[src/rtl/core/ffsa_pkg.sv]
package ffsa_pkg;

   // Slots examined side by side, one lane memory each
   localparam int LANES  = 8;
   localparam int LANE_W = 3;

   // Result field widths
   localparam int KIND_W     = 2;
   localparam int IDX_OUT_W  = 6;
   localparam int MISS_W     = 16;
   localparam int RSP_DATA_W = 24;

   localparam logic [MISS_W-1:0] MISS_MAX = 16'hFFFF;

   typedef enum logic [KIND_W-1:0] {
      KIND_CLEAR = 2'd0,
      KIND_LOAD  = 2'd1,
      KIND_PLACE = 2'd2,
      KIND_SPARE = 2'd3
   } kind_type;

   typedef enum logic {
      ST_IDLE,
      ST_SCAN
   } state_type;

   // Controller to datapath
   typedef struct packed {
      logic clear;
      logic load;
      logic spare;
      logic miss;
      logic hit;
      logic scan_start;
      logic scan_step;
   } cmd_type;

   // Datapath to controller
   typedef struct packed {
      logic out_busy;
      logic empty;
      logic hit;
      logic last_miss;
   } status_type;

endpackage

[src/rtl/core/ffsa_ctrl.sv]
module ffsa_ctrl (
   input  logic                  clock,
   input  logic                  reset,
   input  logic                  req_tvalid,
   input  ffsa_pkg::kind_type    kind,
   input  ffsa_pkg::status_type  status,
   output logic                  req_tready,
   output ffsa_pkg::cmd_type     cmd
);

   ffsa_pkg::state_type state_ff, state_in;
   logic                accept;

   // Take a request only when idle and the result register can be reused
   assign req_tready = (state_ff == ffsa_pkg::ST_IDLE) && !status.out_busy;
   assign accept     = req_tvalid && req_tready;

   // Next state
   always_comb begin
      state_in = state_ff;
      unique case (state_ff)
         ffsa_pkg::ST_IDLE: begin
            if (accept && (kind == ffsa_pkg::KIND_PLACE) && !status.empty) begin
               state_in = ffsa_pkg::ST_SCAN;
            end
         end
         ffsa_pkg::ST_SCAN: begin
            if (status.hit || status.last_miss) begin
               state_in = ffsa_pkg::ST_IDLE;
            end
         end
         default: state_in = ffsa_pkg::ST_IDLE;
      endcase
   end

   // Commands
   always_comb begin
      cmd = '0;
      unique case (state_ff)
         ffsa_pkg::ST_IDLE: begin
            if (accept) begin
               unique case (kind)
                  ffsa_pkg::KIND_CLEAR: cmd.clear = 1'b1;
                  ffsa_pkg::KIND_LOAD:  cmd.load  = 1'b1;
                  ffsa_pkg::KIND_PLACE: begin
                     if (status.empty) begin
                        cmd.miss = 1'b1;
                     end else begin
                        cmd.scan_start = 1'b1;
                     end
                  end
                  ffsa_pkg::KIND_SPARE: cmd.spare = 1'b1;
                  default:              cmd.spare = 1'b1;
               endcase
            end
         end
         ffsa_pkg::ST_SCAN: begin
            cmd.scan_step = 1'b1;
            if (status.hit) begin
               cmd.hit = 1'b1;
            end else if (status.last_miss) begin
               cmd.miss = 1'b1;
            end
         end
         default: cmd = '0;
      endcase
   end

   always_ff @(posedge clock) begin
      if (reset) begin
         state_ff <= ffsa_pkg::ST_IDLE;
      end else begin
         state_ff <= state_in;
      end
   end

endmodule

[src/rtl/core/ffsa_datapath.sv]
module ffsa_datapath #(
   parameter int SLOTS       = 64,
   parameter int AMOUNT_BITS = 30
) (
   input  logic                                clock,
   input  logic                                reset,
   input  ffsa_pkg::cmd_type                   cmd,
   output ffsa_pkg::status_type                status,
   input  logic [AMOUNT_BITS-1:0]              amount_in,
   input  logic                                rsp_tready,
   output logic                                rsp_tvalid,
   output logic [ffsa_pkg::RSP_DATA_W-1:0]     rsp_tdata
);

   localparam int LANES      = ffsa_pkg::LANES;
   localparam int LANE_W     = ffsa_pkg::LANE_W;
   localparam int ROWS       = (SLOTS + LANES - 1) / LANES;
   localparam int ROW_W      = (ROWS > 1) ? $clog2(ROWS) : 1;
   localparam int BANK_DEPTH = 1 << ROW_W;
   localparam int IW         = ROW_W + LANE_W;
   localparam int CNT_W      = $clog2(SLOTS + 1);
   localparam int CMP_W      = (IW > CNT_W) ? IW : CNT_W;
   localparam int MISS_W     = ffsa_pkg::MISS_W;
   localparam int IDX_OUT_W  = ffsa_pkg::IDX_OUT_W;

   logic [CNT_W-1:0]       loaded_ff, loaded_in;
   logic [MISS_W-1:0]      misses_ff, misses_in;
   logic [AMOUNT_BITS-1:0] amount_ff;
   logic [ROW_W-1:0]       row_ff, row_in;
   logic [ROW_W-1:0]       chk_row_ff;
   logic                   chk_valid_ff;

   logic [AMOUNT_BITS-1:0] lane_cap [LANES];
   logic [LANES-1:0]       lane_match;
   logic [LANE_W-1:0]      hit_lane;
   logic                   any_match;
   logic                   full;
   logic [IW-1:0]          load_idx;
   logic [IW-1:0]          last_idx;
   logic [ROW_W-1:0]       last_row;
   logic [IW-1:0]          hit_idx;

   logic [LANES-1:0]       wr_en;
   logic [ROW_W-1:0]       wr_row;
   logic [AMOUNT_BITS:0]   wr_data;

   logic                   emit;
   logic                   rsp_valid_ff;
   logic                   rsp_placed_ff;
   logic [IDX_OUT_W-1:0]   rsp_index_ff;
   logic [MISS_W-1:0]      rsp_miss_ff;
   logic                   rsp_ovf_ff;

   // Table fill bookkeeping
   assign full     = (loaded_ff == CNT_W'(SLOTS));
   assign load_idx = IW'(loaded_ff);
   assign last_idx = IW'(loaded_ff - CNT_W'(1));
   assign last_row = last_idx[IW-1:LANE_W];

   // One memory per lane; entry is {free mark, capacity}
   for (genvar l = 0; l < LANES; l++) begin : g_lane
      logic [AMOUNT_BITS:0] bank_mem [BANK_DEPTH];
      logic [AMOUNT_BITS:0] bank_rd_ff;
      logic [IW-1:0]        lane_idx;

      always_ff @(posedge clock) begin
         if (wr_en[l]) begin
            bank_mem[wr_row] <= wr_data;
         end
         bank_rd_ff <= bank_mem[row_ff];
      end

      assign lane_idx      = {chk_row_ff, LANE_W'(l)};
      assign lane_cap[l]   = bank_rd_ff[AMOUNT_BITS-1:0];
      assign lane_match[l] = chk_valid_ff
                             && (CMP_W'(lane_idx) < CMP_W'(loaded_ff))
                             && bank_rd_ff[AMOUNT_BITS]
                             && (bank_rd_ff[AMOUNT_BITS-1:0] >= amount_ff);
   end

   // Lowest matching lane of the row under check
   always_comb begin
      hit_lane = '0;
      for (int l = LANES - 1; l >= 0; l--) begin
         if (lane_match[l]) begin
            hit_lane = LANE_W'(l);
         end
      end
   end

   assign any_match = |lane_match;
   assign hit_idx   = {chk_row_ff, hit_lane};

   // Lane memory write: append on load, drop free mark on hit
   always_comb begin
      wr_en   = '0;
      wr_row  = load_idx[IW-1:LANE_W];
      wr_data = {1'b1, amount_in};
      if (cmd.load && !full) begin
         wr_en[load_idx[LANE_W-1:0]] = 1'b1;
      end else if (cmd.hit) begin
         wr_en[hit_lane] = 1'b1;
         wr_row          = chk_row_ff;
         wr_data         = {1'b0, lane_cap[hit_lane]};
      end
   end

   // Counters
   always_comb begin
      loaded_in = loaded_ff;
      misses_in = misses_ff;
      if (cmd.clear) begin
         loaded_in = '0;
         misses_in = '0;
      end else if (cmd.load && !full) begin
         loaded_in = loaded_ff + CNT_W'(1);
      end else if (cmd.miss && (misses_ff != ffsa_pkg::MISS_MAX)) begin
         misses_in = misses_ff + MISS_W'(1);
      end
   end

   // Row read pointer
   always_comb begin
      row_in = row_ff;
      if (cmd.scan_start) begin
         row_in = '0;
      end else if (cmd.scan_step) begin
         row_in = row_ff + ROW_W'(1);
      end
   end

   always_ff @(posedge clock) begin
      if (reset) begin
         loaded_ff    <= '0;
         misses_ff    <= '0;
         row_ff       <= '0;
         chk_valid_ff <= 1'b0;
      end else begin
         loaded_ff <= loaded_in;
         misses_ff <= misses_in;
         row_ff    <= row_in;
         if (cmd.scan_start) begin
            chk_valid_ff <= 1'b0;
         end else if (cmd.scan_step) begin
            chk_valid_ff <= 1'b1;
         end
      end
   end

   // Scan payload
   always_ff @(posedge clock) begin
      if (cmd.scan_start) begin
         amount_ff <= amount_in;
      end
      if (cmd.scan_step) begin
         chk_row_ff <= row_ff;
      end
   end

   // Result register
   assign emit = cmd.clear || cmd.load || cmd.spare || cmd.miss || cmd.hit;

   always_ff @(posedge clock) begin
      if (reset) begin
         rsp_valid_ff <= 1'b0;
      end else if (emit) begin
         rsp_valid_ff <= 1'b1;
      end else if (rsp_tready) begin
         rsp_valid_ff <= 1'b0;
      end
   end

   always_ff @(posedge clock) begin
      if (emit) begin
         rsp_placed_ff <= cmd.hit;
         rsp_index_ff  <= cmd.hit ? IDX_OUT_W'(hit_idx) : '0;
         rsp_miss_ff   <= misses_in;
         rsp_ovf_ff    <= cmd.load && full;
      end
   end

   assign rsp_tvalid = rsp_valid_ff;
   assign rsp_tdata  = {rsp_ovf_ff, rsp_miss_ff, rsp_index_ff, rsp_placed_ff};

   // Status
   assign status.out_busy  = rsp_valid_ff && !rsp_tready;
   assign status.empty     = (loaded_ff == '0);
   assign status.hit       = any_match;
   assign status.last_miss = chk_valid_ff && !any_match && (chk_row_ff == last_row);

endmodule

[src/rtl/core/first_fit_slot_assigner_top.sv]
// Channel   Direction  Ports                  Contents
// req       in         req_tvalid/tready      tuser: kind; tdata: amount
// rsp       out        rsp_tvalid/tready      tdata: placed, slot_index, miss_count, overflow
//
// Clear, load, unused kind and a place into an empty table: result registered
// at the accept edge, next request possible in the following cycle.
// Place: the lane memories are read one row of 8 slots per cycle, lowest row first;
// the result is registered when a row with a match is checked or the last row misses.
// Reset (synchronous) empties the table and zeroes the miss count.
// A stalled result holds the block: no request is taken until it can be replaced.
module first_fit_slot_assigner_top #(
   parameter int SLOTS       = 64,
   parameter int AMOUNT_BITS = 30
) (
   input  logic                                   clock,
   input  logic                                   reset,
   input  logic                                   req_tvalid,
   output logic                                   req_tready,
   // [AMOUNT_BITS-1:0] amount, rest zero
   input  logic [((AMOUNT_BITS + 7) / 8) * 8-1:0] req_tdata,
   // [1:0] kind
   input  logic [ffsa_pkg::KIND_W-1:0]            req_tuser,
   output logic                                   rsp_tvalid,
   input  logic                                   rsp_tready,
   // [0] placed, [6:1] slot_index, [22:7] miss_count, [23] overflow
   output logic [ffsa_pkg::RSP_DATA_W-1:0]        rsp_tdata
);

   ffsa_pkg::cmd_type    cmd;
   ffsa_pkg::status_type status;
   ffsa_pkg::kind_type   kind;

   assign kind = ffsa_pkg::kind_type'(req_tuser);

   ffsa_ctrl u_ctrl (
      .clock      (clock),
      .reset      (reset),
      .req_tvalid (req_tvalid),
      .kind       (kind),
      .status     (status),
      .req_tready (req_tready),
      .cmd        (cmd)
   );

   ffsa_datapath #(
      .SLOTS       (SLOTS),
      .AMOUNT_BITS (AMOUNT_BITS)
   ) u_datapath (
      .clock      (clock),
      .reset      (reset),
      .cmd        (cmd),
      .status     (status),
      .amount_in  (req_tdata[AMOUNT_BITS-1:0]),
      .rsp_tready (rsp_tready),
      .rsp_tvalid (rsp_tvalid),
      .rsp_tdata  (rsp_tdata)
   );

`ifndef ASSERT_OFF
   // At most one action on the table per cycle
   a_one_action: assert property (@(posedge clock) disable iff (reset)
      $onehot0({cmd.clear, cmd.load, cmd.spare, cmd.miss, cmd.hit, cmd.scan_start}))
      else $error("more than one table action in a cycle");

   // A started search keeps further requests out
   a_scan_blocks: assert property (@(posedge clock) disable iff (reset)
      cmd.scan_start |=> !req_tready)
      else $error("request taken while searching");

   // The result register is free while a search runs
   a_scan_no_rsp: assert property (@(posedge clock) disable iff (reset)
      cmd.scan_start |=> !rsp_tvalid)
      else $error("stale result during search");

   // A placement and an overflow never share a result
   a_flags: assert property (@(posedge clock) disable iff (reset)
      rsp_tvalid |-> !(rsp_tdata[0] && rsp_tdata[23]))
      else $error("placed and overflow both set");
`endif

endmodule
[config.mk]
export PLATFORM = sky130hd
export DESIGN_NAME = first_fit_slot_assigner_top
export DESIGN_NICKNAME = d
export VERILOG_FILES = /design/src/rtl/core/ffsa_pkg.sv /design/src/rtl/core/ffsa_ctrl.sv /design/src/rtl/core/ffsa_datapath.sv /design/src/rtl/core/first_fit_slot_assigner_top.sv
export SDC_FILE = /design/constraint.sdc
export NUM_CORES = 2
export LEC_CHECK = 0
export ABC_CLOCK_PERIOD_IN_PS = 5900
export BUFFER_PORTS_ARGS = -buffer_cell sky130_fd_sc_hd__buf_2
export CAP_MARGIN = 30
export CORE_MARGIN = 3
export CORE_UTILIZATION = 45
export CTS_CLUSTER_SIZE = 20
export DETAILED_ROUTE_END_ITERATION = 8
export GPL_TIMING_DRIVEN = 0
export MAX_ROUTING_LAYER = met4
export PLACE_DENSITY = 0.69
export RECOVER_POWER = 25
export SYNTH_ARGS = -nofsm -noshare
export SYNTH_HDL_FRONTEND = slang
export SYNTH_SLANG_ARGS = --single-unit
[constraint.sdc]
create_clock -name clock -period 5.9 [get_ports clock]
set_clock_uncertainty 0.15 [all_clocks]
set_input_delay 0.295 -clock clock [delete_from_list [all_inputs] [get_ports clock]]
set_output_delay 0.295 -clock clock [all_outputs]
set_load 0.01 [all_outputs]
# After elaboration in Yosys (flattened, before gate mapping)
# Memory sizes are Yosys's and may differ from the RTL's. A register that Yosys moved wholly into a read port is not among the register bits.
# Cells that the tools add are included.
[word_totals]
rom_bits = 0
inputBits = 38
output_inout_bits = 26
latchBits = 0
register_bits = 86
word_cells = 167
ramBits = 1984
memories = 8
[mem_list]
columns = ["memory", "depth", "word_bits", "read_ports", "rd_clocked_by_memory_dff", "write_ports", "line_no", "rtl"]
rows = [
  ["u_datapath.g_lane[0].bank_mem", 8, 31, 1, 1, 1, "ffsa_datapath.sv:62", "logic [AMOUNT_BITS:0] bank_mem [BANK_DEPTH];"],
  ["u_datapath.g_lane[1].bank_mem", 8, 31, 1, 1, 1, "ffsa_datapath.sv:62", ""],
  ["u_datapath.g_lane[2].bank_mem", 8, 31, 1, 1, 1, "ffsa_datapath.sv:62", ""],
  ["u_datapath.g_lane[3].bank_mem", 8, 31, 1, 1, 1, "ffsa_datapath.sv:62", ""],
  ["u_datapath.g_lane[4].bank_mem", 8, 31, 1, 1, 1, "ffsa_datapath.sv:62", ""],
  ["u_datapath.g_lane[5].bank_mem", 8, 31, 1, 1, 1, "ffsa_datapath.sv:62", ""],
  ["+2 memories", "--", "--", "--", "--", "--", "--", ""],
]
[classes]
div_mod_pow = 0
muxes = 62
n_addsub = 4
reduce_logical = 52
eq_ne = 6
mul = 0
n_lt_le_gt_ge = 21
bitwise = 2
shifts = 0
[op_table]
columns = ["op", "count"]
rows = [
  [">= comparator 30 bit", 8],
  ["binary-select mux 30 bit (select 3 bit)", 1],
  ["two-way mux 31 bit", 2],
  ["two-way mux 30 bit", 2],
  ["less-than comparator 6 x 7 -> 1 bit", 8],
  ["two-way mux 16 bit", 3],
  ["logical AND 1 bit", 36],
  ["two-way mux 1 bit", 36],
  ["two-way mux 3 bit", 11],
  ["adder 16 x 1 -> 16 bit (second input constant)", 1],
  ["two-way mux 8 bit", 2],
  ["inequality test 16 bit (second input constant)", 1],
  ["less-than comparator 3 x 4 -> 1 bit (second input constant)", 2],
  ["OR reduction 8 bit", 1],
  ["adder 7 x 1 -> 7 bit (second input constant)", 1],
  ["equality test 7 bit (second input constant)", 1],
  ["zero test 7 bit", 1],
  ["demux 1 bit (select 3 bit)", 2],
  [">= comparator 3 x 1 -> 1 bit (second input constant)", 2],
  ["subtractor 6 x 1 -> 6 bit (second input constant)", 1],
  ["zero test 1 bit", 5],
  ["logical OR 1 bit", 5],
  ["equality test 2 bit (second input constant)", 2],
  [">= comparator 4 bit (second input constant)", 1],
  ["other kinds (10)", 12],
]

# Logic depth before layout (Yosys ltp)
[depth]
depth_word = 20
depth_mapped = 15
mapped_depth_nobuf = 12

# Cells and area by module
# A second synthesis with hierarchy kept.
[hier_totals]
cells_unflattened = 4597
hier_area_um2 = 91332.6
[modules_own_cells]
columns = ["module", "n_inst", "area_each_um2", "seq_area_each_um2", "cells_each"]
rows = [
  ["ffsa_datapath", 1, 91208.7, 66814.1, 4581],
  ["ffsa_ctrl", 1, 123.9, 20.0, 16],
]

# Worst setup path before layout
# No wires, ideal clock.
[synth_path]
kind = "flip-flop to flip-flop"
startpoint = "reg u_datapath.loaded_ff[4]"
endpoint = "mem u_datapath.g_lane[0].bank_mem[0][22] (netlist bit), data pin"
arrival_time_ns = 5.700
path_buffers = 4
stages_incl_launch_ff = 16
t_required_ns = 5.030
setup_slack_ns = -0.669
setup_ns = 0.720
synth_period_minus_slack_ns = 6.569
path_cell_list = "dfxtp_1 clkbuf_1 inv_1 ha_1 nand4b_1 o211ai_1 nor3b_1 and2_1 a22oi_1 clkbuf_1 buf_2 nand2_1 clkbuf_1 nor3_1 a2111oi_0 o31ai_1"
[synth_between]
elab_chain_len = 18
word_cells_on_any_way = 52
cone_classes = "8 x order compare; 1 x eq/ne; 15 x mux; 1 x bitwise; 27 x reduce/logical"
[synth_rtl]
columns = ["element", "line_no", "rtl"]
rows = [
  ["start: declaration", "ffsa_datapath.sv:26", "logic [CNT_W-1:0] loaded_ff, loaded_in;"],
  ["start signal: assignment", "ffsa_datapath.sv:139", "loaded_ff <= loaded_in;"],
  ["less-than comparator 6 x 7 -> 1 bit", "ffsa_datapath.sv:76", "&& (CMP_W'(lane_idx) < CMP_W'(loaded_ff))"],
  ["logical AND 1 bit", "ffsa_datapath.sv:76", ""],
  ["logical AND 1 bit", "ffsa_datapath.sv:77", "&& bank_rd_ff[AMOUNT_BITS]"],
  ["logical AND 1 bit", "ffsa_datapath.sv:78", "&& (bank_rd_ff[AMOUNT_BITS-1:0] >= amount_ff);"],
  ["two-way mux 3 bit (8 in series)", "ffsa_datapath.sv:85", "if (lane_match[l]) begin"],
  ["inverter 3 -> 4 bit (not written as such)", "ffsa_datapath.sv:104", "wr_data = {1'b0, lane_cap[hit_lane]};"],
  ["binary-select mux 30 bit (select 3 bit)", "ffsa_datapath.sv:104", ""],
  ["two-way mux 30 bit (not written as such) (2 in series)", "ffsa_datapath.sv:104", ""],
  ["two-way mux 31 bit", "ffsa_datapath.sv:101", "end else if (cmd.hit) begin"],
  ["two-way mux 31 bit (*)", "ffsa_datapath.sv:99", "if (cmd.load && !full) begin"],
  ["via u_datapath.wr_data[22]", "ffsa_datapath.sv:45", "logic [AMOUNT_BITS:0] wr_data;"],
  ["end: declaration", "ffsa_datapath.sv:62", ""],
]
# Mark *: on every way through the listed nets, which the timed path passes. The rest lies on a longest branch. The select of a mux whose other input is x is not followed.

# Final worst setup path
[layout_path]
startpoint = "reg u_datapath.chk_row_ff[2]"
endpoint = "mem u_datapath.g_lane[2].bank_mem[6][12] (netlist bit) (enable)"
[layout_between]
elab_chain_len = 20
word_cells_on_any_way = 54
cone_classes = "10 x order compare; 18 x mux; 26 x reduce/logical"
[layout_rtl]
columns = ["element", "line_no", "rtl"]
rows = [
  ["start: declaration", "ffsa_datapath.sv:30", "logic [ROW_W-1:0] chk_row_ff;"],
  ["start signal: assignment", "ffsa_datapath.sv:156", "chk_row_ff <= row_ff;"],
  ["less-than comparator 6 x 7 -> 1 bit", "ffsa_datapath.sv:76", ""],
  ["logical AND 1 bit", "ffsa_datapath.sv:76", ""],
  ["logical AND 1 bit", "ffsa_datapath.sv:77", ""],
  ["logical AND 1 bit", "ffsa_datapath.sv:78", ""],
  ["two-way mux 3 bit (8 in series)", "ffsa_datapath.sv:85", ""],
  ["less-than comparator 3 x 4 -> 1 bit (not written as such) or >= comparator 3 x 1 -> 1 bit (tied branches)", "ffsa_datapath.sv:102", "wr_en[hit_lane] = 1'b1;"],
  ["logical AND 1 bit (not written as such)", "ffsa_datapath.sv:102", ""],
  ["two-way mux 1 bit (not written as such)", "ffsa_datapath.sv:102", ""],
  ["demux 1 bit (select 3 bit)", "--", ""],
  ["two-way mux 8 bit", "ffsa_datapath.sv:101", ""],
  ["two-way mux 8 bit", "ffsa_datapath.sv:99", ""],
  ["two-way mux 1 bit", "ffsa_datapath.sv:67", "if (wr_en[l]) begin"],
  ["two-way mux 1 bit (not written as such)", "ffsa_datapath.sv:68", "bank_mem[wr_row] <= wr_data;"],
  ["end: declaration", "ffsa_datapath.sv:62", ""],
]
# Parallel ways exist; a longest one is shown, timed or not.

==> flow_summary.json <==
{
  "pwr_density_cell_nw_per_um2": 292,
  "crit_top_cell": "buf_4",
  "path_cells": "ha_1, a21oi_1, o211ai_1, buf_4, nor2_1, nand2_1, a2bb2oi_2, nand2_1, clkbuf_2, clkbuf_1, nor2_1, a31oi_1, buf_4, nor3_4, buf_4, buf_8, buf_6, buf_6",
  "finalWirelength_um": 285000,
  "status": "complete, but fails checks",
  "finalNetCount": 5918,
  "setup_viol": 0,
  "synth_seq_cells": 2318,
  "synth_nets": 5026,
  "drtIter0Drc": 6571,
  "grt_remaining_overflow": 0,
  "hold_path.class": "in2reg",
  "violations": "capacitance limit, slew limit",
  "layout_commonest_cell": "edfxtp_1",
  "async_flop_share_pct": 0,
  "cts_sinks": 2318,
  "arrival_ns": 6.36,
  "hold_viol": 0,
  "antenna_found_initial": 18,
  "drt.antenna.violating_nets": 0,
  "p_leak_uw": 0.0364,
  "num_vias": 52256,
  "path_clk_slew_ns": 0.06,
  "crit_path_max_incr_delay_ns": 0.60,
  "initial_core_util_pct": 45.4,
  "gp_congestion": 1.01,
  "final-seq-area_um2": 66800,
  "cp_slowest_cell": "clkbuf_1",
  "synthSimpleGateAreaFrac_pct": 3.58,
  "ys_dominant_reg_cell": "edfxtp_1",
  "dr.pass1.iters": 6,
  "rsz0062_at_grt": "true",
  "synthXorXnorAreaFrac_pct": 0.133,
  "via_per_inst": 6.14,
  "drc_errors": 0,
  "die_x_um": 459,
  "hold_depth": 2,
  "io_pins": 64,
  "cts-root-buf": "clkbuf_16",
  "cts_tree": "built",
  "setup_slack_ns": 0.0172,
  "crit_path_end_kind": "flip-flop",
  "seq_area_frac_synth_pct": 72.5,
  "synth_cells": 4740,
  "grt_pass1_vias": 51426,
  "syn2layout_area_growth_pct": 21.5,
  "io_buffers": 60,
  "synth_top_family_by_area": "multiplexers",
  "netlist_area_um2": 92200,
  "wire_per_inst_um": 33.5,
  "crit_path_start_kind": "flip-flop",
  "coreArea_um2": 203000,
  "place_hpwl_um": 208000,
  "vdd_drop_max_uv": 305,
  "avgSynthCellArea_um2": 19.5,
  "crit_type": "reg2reg",
  "period_share_pct": 99.7,
  "clockBufferDepth": 3,
  "critPathRequiredTime_ns": 6.37,
  "slew_violations": 51,
  "grt_first_pass_wirelength_um": 397000,
  "rows": 165,
  "synth_cell_type_count": 77,
  "dp_slack_ns": -1.42,
  "grtUsageTotal_pct": 27.9,
  "nFillCells": 15113,
  "dieArea_um2": 210000,
  "synth-edff-count": 2041,
  "slew-limit-headroom_pct": -54.9,
  "worst_pin_slew_ns": 2.32,
  "fp.dieH_um": 459,
  "worstPathMaxFanout": 10,
  "yosysWarnings": 0,
  "synthAdderAreaFrac_pct": 3.36,
  "cts_inserted_buffers": 220,
  "synth_compound_area_share_pct": 3.77,
  "layout_common_cells": "edfxtp_1 (2041), mux4_2 (496), clkbuf_1 (296)",
  "max_freq_ghz": 0.170,
  "min_period_ns": 5.88,
  "drive_gt1_share_pct": 31.4,
  "final_util_pct": 55.2,
  "grt_max_degree": 42,
  "insertion_delay_ns": 0.89,
  "reg2regPathDepth": 18,
  "maxCapViolCount": 4,
  "htreeDepth": 4,
  "synthMuxAreaShare_pct": 15.3,
  "multi_input_area_um2": 25400
}
==> critical path, delay by kind of cell, from the launching register on <==
| kind | cells | cell delay (ns) |
|---|---|---|
| compound gates | 4 | 1.29 |
| buf+inv | 8 | 2.18 |
| flops | 1 | 0.56 |
| simple gates | 5 | 0.97 |
| fa+ha+maj | 1 | 0.44 |
==> cells in the mapped netlist (3+ instances only) <==
library cell     n  area share, %
xnor2_1         10          0.095
and4_1          15           0.14
ha_1           248            3.4
nor3b_1         58           0.47
a21oi_1        107           0.58
nand2b_1        48           0.33
nor3_1         115           0.62
nand4_1         49           0.33
or2_2            3          0.020
or3_1           14          0.095
edfxtp_1      2041             66
nor2_1          50           0.20
a2111oi_0       59           0.56
buf_1           53           0.22
and3_1          37           0.25
o211ai_1         6          0.049
clkbuf_1       170           0.69
nor4_1          18           0.12
nor4_2           4          0.054
a21boi_0        65           0.53
a222oi_1         4          0.043
inv_1           90           0.37
o21ai_0         37           0.20
xor2_1           4          0.038
a31oi_1         12          0.081
nand2_1        136           0.55
a211oi_1         7          0.057
mux4_2         496             12
a311o_1         60           0.65
a221oi_1         8          0.076
nand3_1         27           0.15
mux2i_1         13           0.14
a21o_1          31           0.25
nor2b_1          9          0.061
mux2_2         249            3.0
and2_1           6          0.041
buf_2           15          0.081
dfxtp_1        277            6.0
o31ai_1         39           0.32
o31a_1           4          0.038
==> state kept, by name, indices dropped and copies added (netlist names), 3 cells and up <==
name,cells
u_datapath.chk_row_ff,3
u_datapath.rsp_index_ff,6
u_datapath.rsp_miss_ff,16
u_datapath.amount_ff,30
u_datapath.g_lane.bank_mem,1984
u_datapath.g_lane.bank_rd_ff,248
u_datapath.misses_ff,16
u_datapath.loaded_ff,7
u_datapath.row_ff,3
==> stage by stage <==
stage	area (um^2)	hold WS, ns	std cells	power [uW]	setup TNS (ns)
finish	112000	0.171	8508	32700	0
global route	112000	0.137	8503	33600	-0.336
CTS	112000	0.0244	8464	32900	0
detailed placement	102000	0.270	7869	19100	-2300.25
global placement	96000	0.264	7472	18900	-
floorplan	92400	0.244	4740	18600	-167.15
==> cells by family (layout without fill, tap and decap cells) <==
group           count (synthesis)  in the layout
xor+xnor                       14             14
buf+inv                       332           1414
simple gates                  600            600
fa+ha+maj                     248            248
other cells                     0             14
compound gates                470            470
flops                        2318           2318
mux                           758            758
==> area by class of cell <==
class	instances	share of cell area [%]
Antenna cell	14	0.0313
Buffer	240	0.878
Clock buffer	308	5.46
Clock inverter	104	0.925
Inverter	91	0.402
Multi-Input combinational cell	2090	22.7
Sequential cell	2318	59.7
Tap cell	2672	2.98
Timing Repair Buffer	671	6.92
==> path summary, 6_finish.rpt <==
| path | to | slack, ns | from |
|---|---|---|---|
| worst max-delay path | u_datapath.g_lane[2].bank_mem[6][12]$_DFFE_PP_ | 0.02 | u_datapath.chk_row_ff[2]$_DFFE_PP_ |
| worst min-delay path | u_datapath.amount_ff[13]$_DFFE_PP_ | 0.17 | req_tdata[13] |
| worst max register to register | u_datapath.g_lane[2].bank_mem[6][12]$_DFFE_PP_ | 0.02 | u_datapath.chk_row_ff[2]$_DFFE_PP_ |
| worst min register to register | u_datapath.chk_row_ff[2]$_DFFE_PP_ | 0.28 | u_datapath.row_ff[2]$_SDFFE_PP0P_ |
==> per-layer routing <==
metal | track usage [%] | up-vias | share of wire (%) | routed length, um
li1 | - | 21407 | - | -
met5 | - | - | 0 | 0
met2 | 41.8 | 2782 | 46 | 132000
met3 | 5.20 | 659 | 8.8 | 25100
met4 | 14.2 | 0 | 6.2 | 17500
met1 | 36.7 | 27408 | 39 | 110000
==> report_power, final <==
group | total [uW] | internal (uW) | switching [uW]
combinational | 935 | 357 | 578
clock | 13900 | 7790 | 6080
sequential | 17900 | 17900 | 55.2
==> what timing repair did <==
action | in CTS | in global routing
pin swaps | 39 | 7
gates resized for setup | 101 | 52
hold endpoints to repair | 444 | 0
setup endpoints to repair | 3924 | 1260
hold buffers | 38 | 0
setup buffers | 146 | 21
No activity file was read; power rests on OpenSTA's default activity.
